`src/hw/rtl/ocfcs_pkg.sv`:
```
// Shared types and constants for the oldest-cell-first crossbar scheduler.
package ocfcs_pkg;

    localparam logic [1:0] ACT_LOAD_QUEUE = 2'd0;
    localparam logic [1:0] ACT_LOAD_OCC   = 2'd1;
    localparam logic [1:0] ACT_SCHEDULE   = 2'd2;

    localparam logic [1:0] CFG_LIMIT_ENABLE = 2'd0;
    localparam logic [1:0] CFG_MAX_CELLS    = 2'd1;
    localparam logic [1:0] CFG_LINES        = 2'd2;
    localparam logic [1:0] CFG_LFSR_SEED    = 2'd3;

    localparam logic [15:0] LFSR_MASK = 16'hB400;
    localparam logic [15:0] LFSR_ONE  = 16'h0001;

    typedef enum logic [2:0] {
        S_IDLE,
        S_REQ,
        S_GLOAD,
        S_GSLOT,
        S_GDIV,
        S_GEMIT
    } state_t;

endpackage

```
`src/hw/rtl/oldest_cell_first_crossbar_scheduler.sv`:
```
// Oldest-cell-first crossbar scheduler: request scan and random grant sequencer.
// A schedule scans the head times (64 at defaults) through one RAM read port, then
// visits each output and each of its lines; a line with requesters gets a grant drawn
// by a shared bit-serial modulo of the LFSR, and output stalls hold the emit. One item
// at a time; input stalls for the whole run. Async active-low reset clears valid bits,
// occupancies, requests, limit enable and cell cap; lines = 1, LFSR = 1.
module oldest_cell_first_crossbar_scheduler
    import ocfcs_pkg::*;
#(
    parameter int NUM_PORTS = 8,
    parameter int MAX_LINES = 2,
    parameter int TIME_BITS = 32
) (
    input  logic        clk,
    input  logic        rst_n,
    input  logic        cfg_we,
    input  logic [1:0]  cfg_index,
    input  logic [15:0] cfg_data,
    input  logic        in_valid,
    output logic        in_stall,
    input  logic [1:0]  action,
    input  logic [2:0]  in_port,
    input  logic [2:0]  out_port,
    input  logic        queue_nonempty,
    input  logic [31:0] head_time,
    input  logic [15:0] out_count,
    output logic        out_valid,
    input  logic        out_stall,
    output logic [3:0]  fabric_line,
    output logic        grant_valid,
    output logic [2:0]  grant_input,
    output logic        last
);

    localparam int NQ = NUM_PORTS * NUM_PORTS;
    localparam int AW = $clog2(NQ);
    localparam int IB = $clog2(NUM_PORTS);
    localparam int CW = $clog2(NUM_PORTS + 1);
    localparam int SW = (MAX_LINES > 1) ? $clog2(MAX_LINES) : 1;
    localparam int LW = $clog2(MAX_LINES + 1);

    state_t state_reg, state_next;

    logic                 limit_reg;
    logic [15:0]          max_cells_reg;
    logic [1:0]           lines_reg;
    logic [15:0]          lfsr_reg, lfsr_next;

    logic [NQ-1:0]        qvalid_reg;
    logic [15:0]          occ_reg [NUM_PORTS];
    logic [NUM_PORTS-1:0] req_v_reg;
    logic [IB-1:0]        req_out_reg [NUM_PORTS];

    logic [IB-1:0]        iss_i_reg, iss_o_reg;
    logic                 iss_done_reg;
    logic                 rd_v_reg;
    logic [IB-1:0]        rd_i_reg, rd_o_reg;
    logic                 found_reg;
    logic [TIME_BITS-1:0] best_reg;
    logic [IB-1:0]        best_out_reg;

    logic [IB-1:0]        o_reg;
    logic [SW-1:0]        slot_reg;
    logic [NUM_PORTS-1:0] mask_reg;
    logic [CW-1:0]        cnt_reg;
    logic [CW-1:0]        rem_reg;
    logic [3:0]           bitc_reg;

    logic                 out_valid_reg;
    logic [3:0]           out_line_reg;
    logic                 out_grant_reg;
    logic [2:0]           out_input_reg;
    logic                 out_last_reg;

    logic                 in_xfer;
    logic                 room;
    logic [LW-1:0]        eff_lines;
    logic                 slot_end;
    logic                 o_end;
    logic [AW-1:0]        waddr;
    logic [AW-1:0]        raddr;
    logic [TIME_BITS-1:0] rdata;
    logic                 wr_ok;
    logic                 elig;
    logic                 take;
    logic                 found_new;
    logic [NUM_PORTS-1:0] req_mask;
    logic [CW-1:0]        cnt_now;
    logic [CW:0]          rem_sh;
    logic [CW-1:0]        rem_new;
    logic [IB-1:0]        sel_idx;
    logic [CW-1:0]        run_cnt;
    logic                 emit_none;
    logic                 emit_grant;
    logic                 advance;

    assign in_stall = (state_reg != S_IDLE);
    assign in_xfer  = in_valid && !in_stall;
    assign room     = !out_valid_reg || !out_stall;

    always_comb
    begin
        if (lines_reg == 2'd0)
        begin
            eff_lines = LW'(1);
        end
        else if (int'(lines_reg) > MAX_LINES)
        begin
            eff_lines = LW'(MAX_LINES);
        end
        else
        begin
            eff_lines = LW'(lines_reg);
        end
    end

    assign slot_end = (LW'(slot_reg) + LW'(1)) == eff_lines;
    assign o_end    = (int'(o_reg) == NUM_PORTS - 1);

    assign wr_ok = in_xfer && (action == ACT_LOAD_QUEUE)
                   && (int'(in_port) < NUM_PORTS) && (int'(out_port) < NUM_PORTS);
    assign waddr = AW'(int'(in_port) * NUM_PORTS + int'(out_port));
    assign raddr = AW'(int'(iss_i_reg) * NUM_PORTS + int'(iss_o_reg));

    ocfcs_ram #(
        .WIDTH(TIME_BITS),
        .DEPTH(NQ)
    ) u_head_ram (
        .clk   (clk),
        .we    (wr_ok),
        .waddr (waddr),
        .wdata (TIME_BITS'(head_time)),
        .raddr (raddr),
        .rdata (rdata)
    );

    // request scan compare
    assign elig = qvalid_reg[AW'(int'(rd_i_reg) * NUM_PORTS + int'(rd_o_reg))]
                  && (!limit_reg || (occ_reg[rd_o_reg] < max_cells_reg));
    assign take = rd_v_reg && elig && (!found_reg || (rdata < best_reg));
    assign found_new = found_reg || take;

    // grant selection
    always_comb
    begin
        for (int i = 0; i < NUM_PORTS; i++)
        begin
            req_mask[i] = req_v_reg[i] && (req_out_reg[i] == o_reg);
        end
    end

    assign cnt_now = CW'($countones(mask_reg));
    assign rem_sh  = {rem_reg, lfsr_reg[4'd15 - bitc_reg]};
    assign rem_new = (rem_sh >= {1'b0, cnt_reg}) ? CW'(rem_sh - {1'b0, cnt_reg})
                                                 : CW'(rem_sh);

    always_comb
    begin
        sel_idx = '0;
        run_cnt = '0;
        for (int k = 0; k < NUM_PORTS; k++)
        begin
            if (mask_reg[k])
            begin
                if (run_cnt == rem_reg)
                begin
                    sel_idx = IB'(k);
                end
                run_cnt = run_cnt + CW'(1);
            end
        end
    end

    assign emit_none  = (state_reg == S_GSLOT) && (cnt_now == '0) && room;
    assign emit_grant = (state_reg == S_GEMIT) && room;
    assign advance    = emit_none || emit_grant;

    always_comb
    begin
        lfsr_next = {1'b0, lfsr_reg[15:1]} ^ (lfsr_reg[0] ? LFSR_MASK : 16'h0000);
    end

    always_comb
    begin
        state_next = state_reg;
        unique case (state_reg)
            S_IDLE:
            begin
                if (in_xfer && (action == ACT_SCHEDULE))
                begin
                    state_next = S_REQ;
                end
            end
            S_REQ:
            begin
                if (rd_v_reg && iss_done_reg && (int'(rd_i_reg) == NUM_PORTS - 1)
                    && (int'(rd_o_reg) == NUM_PORTS - 1))
                begin
                    state_next = S_GLOAD;
                end
            end
            S_GLOAD:
            begin
                state_next = S_GSLOT;
            end
            S_GSLOT:
            begin
                if (cnt_now != '0)
                begin
                    state_next = S_GDIV;
                end
            end
            S_GDIV:
            begin
                if (bitc_reg == 4'd15)
                begin
                    state_next = S_GEMIT;
                end
            end
            S_GEMIT:
            begin
                state_next = S_GEMIT;
            end
            default:
            begin
                state_next = S_IDLE;
            end
        endcase
        if (advance)
        begin
            if (slot_end)
            begin
                state_next = o_end ? S_IDLE : S_GLOAD;
            end
            else
            begin
                state_next = S_GSLOT;
            end
        end
    end

    always_ff @(posedge clk or negedge rst_n)
    begin
        if (!rst_n)
        begin
            state_reg     <= S_IDLE;
            limit_reg     <= 1'b0;
            max_cells_reg <= '0;
            lines_reg     <= 2'd1;
            lfsr_reg      <= LFSR_ONE;
            qvalid_reg    <= '0;
            req_v_reg     <= '0;
            iss_done_reg  <= 1'b0;
            rd_v_reg      <= 1'b0;
            found_reg     <= 1'b0;
            out_valid_reg <= 1'b0;
            iss_i_reg     <= '0;
            iss_o_reg     <= '0;
            o_reg         <= '0;
            slot_reg      <= '0;
            bitc_reg      <= '0;
            for (int i = 0; i < NUM_PORTS; i++)
            begin
                occ_reg[i]     <= '0;
                req_out_reg[i] <= '0;
            end
        end
        else
        begin
            state_reg <= state_next;

            if (cfg_we)
            begin
                unique case (cfg_index)
                    CFG_LIMIT_ENABLE: limit_reg     <= cfg_data[0];
                    CFG_MAX_CELLS:    max_cells_reg <= cfg_data;
                    CFG_LINES:        lines_reg     <= cfg_data[1:0];
                    CFG_LFSR_SEED:    lfsr_reg      <= (cfg_data != '0) ? cfg_data : LFSR_ONE;
                    default:          ;
                endcase
            end

            if (wr_ok)
            begin
                qvalid_reg[waddr] <= queue_nonempty;
            end
            if (in_xfer && (action == ACT_LOAD_OCC) && (int'(out_port) < NUM_PORTS))
            begin
                occ_reg[IB'(out_port)] <= out_count;
            end

            if (in_xfer && (action == ACT_SCHEDULE))
            begin
                iss_i_reg    <= '0;
                iss_o_reg    <= '0;
                iss_done_reg <= 1'b0;
                found_reg    <= 1'b0;
                rd_v_reg     <= 1'b0;
            end

            if (state_reg == S_REQ)
            begin
                rd_v_reg <= !iss_done_reg;
                rd_i_reg <= iss_i_reg;
                rd_o_reg <= iss_o_reg;
                if (!iss_done_reg)
                begin
                    if (int'(iss_o_reg) == NUM_PORTS - 1)
                    begin
                        iss_o_reg <= '0;
                        if (int'(iss_i_reg) == NUM_PORTS - 1)
                        begin
                            iss_done_reg <= 1'b1;
                        end
                        else
                        begin
                            iss_i_reg <= iss_i_reg + IB'(1);
                        end
                    end
                    else
                    begin
                        iss_o_reg <= iss_o_reg + IB'(1);
                    end
                end
                if (rd_v_reg)
                begin
                    if (take)
                    begin
                        best_reg     <= rdata;
                        best_out_reg <= rd_o_reg;
                    end
                    if (int'(rd_o_reg) == NUM_PORTS - 1)
                    begin
                        found_reg             <= 1'b0;
                        req_v_reg[rd_i_reg]   <= found_new;
                        req_out_reg[rd_i_reg] <= take ? rd_o_reg
                                               : (found_reg ? best_out_reg : '0);
                    end
                    else
                    begin
                        found_reg <= found_new;
                    end
                end
                if (state_next == S_GLOAD)
                begin
                    o_reg    <= '0;
                    slot_reg <= '0;
                end
            end

            if (state_reg == S_GLOAD)
            begin
                mask_reg <= req_mask;
            end

            if ((state_reg == S_GSLOT) && (cnt_now != '0))
            begin
                lfsr_reg <= lfsr_next;
                cnt_reg  <= cnt_now;
                rem_reg  <= '0;
                bitc_reg <= '0;
            end

            if (state_reg == S_GDIV)
            begin
                rem_reg  <= rem_new;
                bitc_reg <= bitc_reg + 4'd1;
            end

            if (emit_grant)
            begin
                mask_reg[sel_idx] <= 1'b0;
            end

            if (advance)
            begin
                if (slot_end)
                begin
                    slot_reg <= '0;
                    o_reg    <= o_reg + IB'(1);
                end
                else
                begin
                    slot_reg <= slot_reg + SW'(1);
                end
            end

            if (advance)
            begin
                out_valid_reg <= 1'b1;
            end
            else if (!out_stall)
            begin
                out_valid_reg <= 1'b0;
            end
        end
    end

    always_ff @(posedge clk)
    begin
        if (advance)
        begin
            out_line_reg  <= 4'(int'(o_reg) * int'(eff_lines) + int'(slot_reg));
            out_grant_reg <= emit_grant;
            out_input_reg <= emit_grant ? 3'(sel_idx) : 3'd0;
            out_last_reg  <= o_end && slot_end;
        end
    end

    assign out_valid   = out_valid_reg;
    assign fabric_line = out_line_reg;
    assign grant_valid = out_grant_reg;
    assign grant_input = out_input_reg;
    assign last        = out_last_reg;

`ifndef SYNTHESIS
    a_lfsr_nonzero: assert property (@(posedge clk) disable iff (!rst_n)
        lfsr_reg != '0)
        else $error("lfsr reached zero");

    a_div_nonzero: assert property (@(posedge clk) disable iff (!rst_n)
        (state_reg == S_GDIV) |-> (cnt_reg != '0) && (rem_reg < cnt_reg))
        else $error("modulo unit out of range");

    a_emit_has_req: assert property (@(posedge clk) disable iff (!rst_n)
        (state_reg == S_GEMIT) |-> (mask_reg != '0))
        else $error("grant with no requester left");

    a_rd_in_req: assert property (@(posedge clk) disable iff (!rst_n)
        rd_v_reg |-> (state_reg == S_REQ))
        else $error("scan read outside request phase");
`endif

endmodule

```
`src/hw/rtl/ocfcs_ram.sv`:
```
// Generic single-write, single-read RAM with registered read data.
module ocfcs_ram #(
    parameter int WIDTH = 32,
    parameter int DEPTH = 64
) (
    input  logic                     clk,
    input  logic                     we,
    input  logic [$clog2(DEPTH)-1:0] waddr,
    input  logic [WIDTH-1:0]         wdata,
    input  logic [$clog2(DEPTH)-1:0] raddr,
    output logic [WIDTH-1:0]         rdata
);

    logic [WIDTH-1:0] mem [DEPTH];

    always_ff @(posedge clk)
    begin
        if (we)
        begin
            mem[waddr] <= wdata;
        end
        rdata <= mem[raddr];
    end

endmodule

```
`config.mk`:
```
export PLATFORM = sky130hd
export DESIGN_NAME = oldest_cell_first_crossbar_scheduler
export DESIGN_NICKNAME = d
export VERILOG_FILES = /design/src/hw/rtl/ocfcs_pkg.sv /design/src/hw/rtl/oldest_cell_first_crossbar_scheduler.sv /design/src/hw/rtl/ocfcs_ram.sv
export SDC_FILE = /design/constraint.sdc
export NUM_CORES = 2
export LEC_CHECK = 0
export ABC_AREA = 1
export BUFFER_PORTS_ARGS = -buffer_cell sky130_fd_sc_hd__buf_2
export CAP_MARGIN = 10
export CORE_UTILIZATION = 68
export CTS_CLUSTER_SIZE = 20
export DETAILED_ROUTE_END_ITERATION = 8
export PLACE_DENSITY_LB_ADDON = 0.12
export SYNTH_ARGS = -nofsm -noshare
export SYNTH_HDL_FRONTEND = slang
export SYNTH_SLANG_ARGS = --single-unit
```
`constraint.sdc`:
```
create_clock -name clk -period 8.5 [get_ports clk]
set_input_delay 1.7 -clock clk [delete_from_list [all_inputs] [get_ports clk]]
set_output_delay 1.7 -clock clk [all_outputs]
set_load 0.02 [all_outputs]
```
Word-level counts from Yosys, hierarchy flattened:

Memory sizes are Yosys's and may differ from the RTL's. A register that Yosys moved wholly into a read port is not among the register bits.
Index checks and enable logic that the tools add are counted.

* flip-flop bits (word level): 346
* latch bits: 0
* memory bits (writable): 2048
* ROM bits: 0
* input port bits: 80
* output and inout bits: 11
* logic and storage cells: 288
* memories kept: 1

* $add $sub $neg: 25
* multiply operators: 1
* divide/modulo/power cells: 0
* $lt $le $gt $ge: 17
* equality and inequality tests: 34
* shift operators: 0
* muxes and demuxes: 98
* bitwise logic cells: 6
* reduce and logical (&&, ||, !) cells: 63

Memory list
* u_head_ram.mem: words 64, width 32, read ports 1, clocked after memory_dff 1, write ports 1, RTL line ocfcs_ram.sv:14 `logic [WIDTH-1:0] mem [DEPTH];`

Operator list (count)
* $bwmux W128: 1
* $mux W16: 8
* $mux W3: 33
* $bwmux W64: 1
* $bmux W16 S3: 1
* $demux W16 S3: 1
* $mux W4: 10
* $lt A32 B32 Y1: 1
* $add A4 B1 Y4 const B: 7
* $logic_and A1 B1 Y1: 28
* $mux W1: 28
* $bwmux W24: 1
* $eq A3 B3 Y1: 8
* $eq A4 B4 Y1: 6
* $add A6 B3 Y6: 3
* $eq A3 B1 Y1 const B: 6
* $pmux W3 S6: 1
* $lt A16 B16 Y1: 1
* $mux W8: 2
* $reduce_and A2 Y1: 8
* $reduce_bool A16 Y1: 1
* $xor A15 B16 Y16: 1
* $ge A4 B4 Y1 const B: 3
* $not A3 Y4: 3
* 46 further kinds: 81

Logic depth before layout (Yosys ltp):

* depth in word-level cells: 23
* mapped depth: 27
* mapped depth without buffers: 27

Cells and area by module:

A second synthesis with hierarchy kept.

* cells, all modules: 8902
* area total of the unflattened synthesis: 100604.0 µm²

By module, submodules not included
* ocfcs_ram: times used 1, cells each 6769, area each 82738.1 µm², sequential area each 62139.6 µm²
* oldest_cell_first_crossbar_scheduler: times used 1, cells each 2133, area each 17865.9 µm², sequential area each 8964.8 µm²

Worst setup path after synthesis:

Ideal clock, no wire load.

* path type: register to register
* start point: reg rd_o_reg[0]
* end point: reg best_out_reg[0], enable pin
* library setup time: 427 ps
* arrival: 4024 ps
* required time: 8073 ps
* slack: 4049 ps
* cell stages (with the launch flop): 18
* buffers on the path: 4
* period minus slack after synthesis: 4451 ps
* cell sequence: edfxtp_1 buf_6 inv_6 buf_6 buf_6 clkbuf_1 nor2_1 o22ai_1 nor2_1 a31oi_1 ha_1 a21oi_1 o21a_1 o221a_2 nand2_1 nand2_1 nand3_4 nor2_1

* cells in the longest elaborated chain, start to end: 10
* elaborated cells on any way between the ends: 14
* those cells by class: 1 x add/sub; 1 x order compare; 6 x mux; 1 x bitwise; 5 x reduce/logical

RTL lines
* start, declared: RTL line oldest_cell_first_crossbar_scheduler.sv:57 `logic [IB-1:0] rd_i_reg, rd_o_reg;`
* start signal, assigned: RTL line oldest_cell_first_crossbar_scheduler.sv:305 `rd_o_reg <= iss_o_reg;`
* parallel branches: the longest is 6 deep, another holds $add A6 B3 Y6
* $logic_and A1 B1 Y1 *: RTL line oldest_cell_first_crossbar_scheduler.sv:139 `&& (!limit_reg || (occ_reg[rd_o_reg] < max_cells_reg));`
* $logic_and A1 B1 Y1 * (2 in a row): RTL line oldest_cell_first_crossbar_scheduler.sv:140 `assign take = rd_v_reg && elig && (!found_reg || (rdata < best_reg));`
* $reduce_and A4 Y1 (no source line) *
* end signal, assigned: RTL line oldest_cell_first_crossbar_scheduler.sv:330 `best_out_reg <= rd_o_reg;`
* end, declared: RTL line oldest_cell_first_crossbar_scheduler.sv:60 `logic [IB-1:0] best_out_reg;`

Mark *: on every way between the ends. The select of a mux whose other input is x is not followed.
A chain may end at the register's enable or synchronous reset.

Worst setup path after layout:

* start point: reg mask_reg[3]
* end point: reg lfsr_reg[0]

* cells in the longest elaborated chain, start to end: 7
* elaborated cells on any way between the ends: 9
* those cells by class: 3 x add/sub; 1 x mux; 5 x reduce/logical

RTL lines
* start, declared: RTL line oldest_cell_first_crossbar_scheduler.sv:64 `logic [NUM_PORTS-1:0] mask_reg;`
* start signal, assigned: RTL line oldest_cell_first_crossbar_scheduler.sv:353 `mask_reg <= req_mask;`
* $add A1 B1 Y2 (implied by the code) *: RTL line oldest_cell_first_crossbar_scheduler.sv:152 `assign cnt_now = CW'($countones(mask_reg));`
* $add A2 B2 Y3 (implied by the code) *: RTL line oldest_cell_first_crossbar_scheduler.sv:152
* $add A3 B3 Y4 (implied by the code) *: RTL line oldest_cell_first_crossbar_scheduler.sv:152
* net cnt_now[2]: RTL line oldest_cell_first_crossbar_scheduler.sv:88 `logic [CW-1:0] cnt_now;`
* $reduce_bool A4 Y1 *: RTL line oldest_cell_first_crossbar_scheduler.sv:356 `if ((state_reg == S_GSLOT) && (cnt_now != '0))`
* $logic_and A1 B1 Y1 *: RTL line oldest_cell_first_crossbar_scheduler.sv:356
* $reduce_bool A2 Y1 (no source line)
* $reduce_and A2 Y1 (no source line)
* end signal, assigned: RTL line oldest_cell_first_crossbar_scheduler.sv:278 `CFG_LFSR_SEED: lfsr_reg <= (cfg_data != '0) ? cfg_data : LFSR_ONE;`
* end signal, assigned: RTL line oldest_cell_first_crossbar_scheduler.sv:358 `lfsr_reg <= lfsr_next;`
* end, declared: RTL line oldest_cell_first_crossbar_scheduler.sv:47 `logic [15:0] lfsr_reg, lfsr_next;`

The timed path passes the listed nets; every way through them passes the cells marked *.

==> impl_results.rst <==
.. list-table::
   :header-rows: 1

   * - Metric
     - Value
   * - Die X-Extent
     - between 300 and 400 µm
   * - Cell count of the worst reg-to-reg path
     - 15
   * - Outcome
     - finished, final reports clean
   * - Clock Tree Root
     - clkbuf_16
   * - Wl on met1
     - a little under 100000 µm
   * - Mean post-synth cell area
     - about 12 µm²
   * - Startpoint of the tightest hold check path
     - u_head_ram.rdata[9]
   * - Dominant cell type by area after synthesis
     - edfxtp_1
   * - Worst Hold Depth
     - 0
   * - Top FF cell, synth
     - edfxtp_1
   * - Total standard cell area after synthesis
     - just under 0.1 mm²
   * - Via count of the first global-routing pass
     - 63800
   * - Total number of vias
     - between 60000 and 70000
   * - Critical path's slowest cell
     - nor2_1
   * - Type of element launching the critical path
     - flip-flop
   * - Crit path max-delay family
     - adder cells
   * - Clock Sinks
     - between 2000 and 2500
   * - Post-detailed-route wirelength per cell
     - around 27 µm
   * - Row count
     - 138
   * - Flip-flop and latch count after synthesis
     - ~2400
   * - Antenna violations before repair
     - 16
   * - DR top layer
     - met5
   * - Slew at the pin closest to its max-slew limit
     - 1350 ps
   * - Number of warnings issued by yosys
     - 0
   * - Gate count of the mapped netlist
     - about 8000
   * - Static Leak
     - between 0.03 and 0.04 µW
   * - WP depth
     - 15
   * - Count of endpoints failing setup in the final report
     - 0
   * - Critical Path Fanout Max
     - 13
   * - Setup TNS after final layout
     - 0 ps
   * - Share of cells above drive strength 1
     - around 8.3%
   * - Global-route usage over all layers
     - between 30% and 40%
   * - Footprint of the multi-input gates
     - around 0.024 mm²
   * - Critical R2R Launch
     - mask_reg[3]
   * - Kind of end point of the critical path
     - flip-flop
   * - Inserted Clock Buffers
     - 227
   * - Post-synthesis sequential area ratio
     - around 73%
   * - Top Ports
     - 91
   * - Slew margin rel.
     - under 10%
   * - Min Hold Slack
     - 438 ps
   * - Final instance area
     - 0.108 mm²
   * - Slew Limit Fails
     - 0
   * - Routed wl met2
     - about 120000 µm
   * - Syn_nets
     - just over 8000
   * - Maximum buffer depth of the clock tree
     - 3
   * - Count of nets after finishing
     - ~8100
   * - Number of flops mapped to enable cells by yosys
     - roughly 2100
   * - Post-DP HPWL
     - between 100000 and 150000 µm
   * - Max FFs per register
     - just over 2000
   * - Total count of hold-check failures in the final report
     - 0
   * - Synth async-reset ratio
     - a little under an eighth
   * - Number of routed nets with antenna violations
     - 0
   * - Max-Cap Viols
     - 0
   * - Global placer's final weighted congestion
     - 0.899
   * - Highest clock frequency the design can meet
     - between 150 and 200 MHz
   * - Top-area cell type share of the netlist area
     - about 65%
   * - Total routed wirelength
     - around 270000 µm
   * - Cell types occupying the most area after synthesis
     - edfxtp_1 65%, o21ai_0 7.9%, dfrtp_1 7.1%, nor2_1 6.2%, o22ai_1 4.2%
   * - Worst clock skew
     - around 31 ps
   * - Post-CTS Hold Fix Bufs
     - 0
   * - Launch point of the worst path
     - mask_reg[3]
   * - Placed cell area
     - 0.100 mm²
   * - CTS resizes
     - 0
   * - CTS tree
     - built
   * - Crit path buf inv count
     - 5
   * - Post-route clock period utilization
     - around 64%
   * - Count of cell types in the netlist
     - 50
   * - Final critical delay including setup and external delays
     - 5460 ps
   * - Number of inserted filler cells in the final layout
     - 8882
   * - Delay of the slowest cell on the worst path
     - 710 ps
   * - Total global routing overflow
     - 0
   * - Power per standard cell area
     - roughly 320 mW/mm²
   * - Area growth from synthesis to layout
     - 10.1%
   * - Critical Path, Cell by Cell
     - inv_1 -> fa_1 -> fa_1 -> fa_1 -> inv_1 -> ha_1 -> inv_1 -> fa_1 -> xnor2_1 -> nor4_1 -> nor2_1 -> clkinv_1 -> nand2_1 -> inv_1 -> a221o_1
   * - Worst endpoint data arrival time
     - about 6200 ps
   * - RSZ-0062 raised after global routing
     - no
   * - Clock slew at the register clock pins of the worst setup and hold paths
     - roughly 70 ps
   * - Starting utilization of the core area
     - 68.8%
   * - Metal3 WL
     - approximately 35000 µm
   * - H-Tree Level Count
     - 4
   * - Required @ worst endpoint
     - 9270 ps
   * - Path class of the lowest-slack min-delay path
     - flip-flop to flip-flop
   * - Type of the worst setup path
     - flip-flop to flip-flop
   * - Worst-Skew Late Latency
     - ~860 ps
   * - DR iter-0 viols
     - 10300
   * - Peak VDD IR
     - between 0.0005 and 0.0006 V
   * - Detailed-router iteration count before antenna repair
     - 8
   * - Top cells by count, synth
     - 2114 x edfxtp_1, 1611 x nor2_1, 1544 x o21ai_0, 656 x o22ai_1, 531 x nand2_1
   * - Dominant cell by count in the synthesized netlist
     - edfxtp_1
   * - Vertical extent of the die
     - approximately 380 µm
   * - Setup bufs post-CTS
     - 0
   * - Number of buffers inserted by port buffering
     - 90
   * - Area enclosed by the die boundary
     - between 0.1 and 0.15 mm²
   * - Global-route wire length before repair
     - just under 400000 µm
   * - Residual DRC count
     - 0
   * - Largest net degree at the start of global routing
     - about 230
   * - Via/cell ratio
     - 6.69
   * - Reg area
     - 0.0711 mm²
   * - Area of the core
     - around 0.14 mm²
[worst paths after layout]
path                                endpoint  slack [ps]
min in group asynchronous        occ_reg[37]         830
worst max-delay path             lfsr_reg[0]        3040
worst min-delay path             best_reg[9]         440
max in group asynchronous       iss_i_reg[0]        5300
worst max register to register   lfsr_reg[0]        3040
worst min register to register   best_reg[9]         440
[power by group]
part / total (µW) / leakage (µW) / switching (µW) / internal (µW)
sequential: 14000 / 0.0230 / 478 / 13500
clock: 10100 / 0.00361 / 4350 / 5790
combinational: 10600 / 0.0103 / 7660 / 2890
[cell usage in the layout (no fill, tap or decap), types with 29 or more instances in the layout]
cell          n
buf_4       135
dfrtp_1     273
dfxtp_1      32
o32ai_1      40
clkbuf_16   232
clkinv_1     41
clkbuf_1     47
o22ai_1     656
ha_1         69
buf_2        89
a21oi_1      75
nand2_1     531
edfxtp_1   2114
o21a_1       66
clkinv_2     42
inv_1       215
nor2_1     1546
nor3_1       29
nand3_1     111
o21ai_0    1544
nor2_4       66
[per-layer routing]
metal | vias to the layer above | global-route usage (%)
li1 | 29300 | -
met1 | 32800 | 51.4
met5 | - | 0.132
met2 | 4603 | 55.1
met3 | 677 | 8.02
met4 | 12 | 16.5
[through the flow]
| step | utilization [%] | worst slack (ps) | total power (µW) | cells |
|---|---|---|---|---|
| global route | 75.8 | 2720 | 35900 | 10100 |
| CTS | 75.7 | 3120 | 34400 | 10100 |
| floorplan | - | 4050 | 20600 | 8050 |
| finish | 75.8 | 3040 | 34700 | 10100 |
| detailed placement | 70.5 | 3130 | 24400 | 9650 |
| global placement | 70.5 | 3130 | 24100 | 9650 |
[cell type report]
cell class | instances | share of cell area, %
sequential | 2425 | 66.0
multi-input combinational | 4871 | 22.5
clock buffer | 291 | 5.70
tap | 1890 | 2.19
timing repair buffer | 237 | 1.58
clock inverter | 127 | 1.19
inverter | 228 | 0.822
antenna | 9 | 0.0209
[worst reg2reg max path, stage by stage, from the launching register on]
cell and delay, ps:
edfxtp_1 450, inv_1 200, fa_1 480, fa_1 530
fa_1 430, inv_1 80, ha_1 170, inv_1 70
fa_1 430, xnor2_1 200, nor4_1 130, nor2_1 710
clkinv_1 540, nand2_1 320, inv_1 250, a221o_1 380
[logic make-up (layout without fill, tap and decap cells)]
kind of cell    count (synthesis)  count (layout)  synth area share, %
simple gates                 2325            2325                 9.26
xor+xnor                       19              19                0.170
buf+inv                       754             883                 3.07
fa+ha+maj                      75              75                 1.00
flops                        2425            2425                 72.6
other cells                     0               9                    0
compound gates               2452            2452                 13.9
Power figures use the tool's default switching activity.
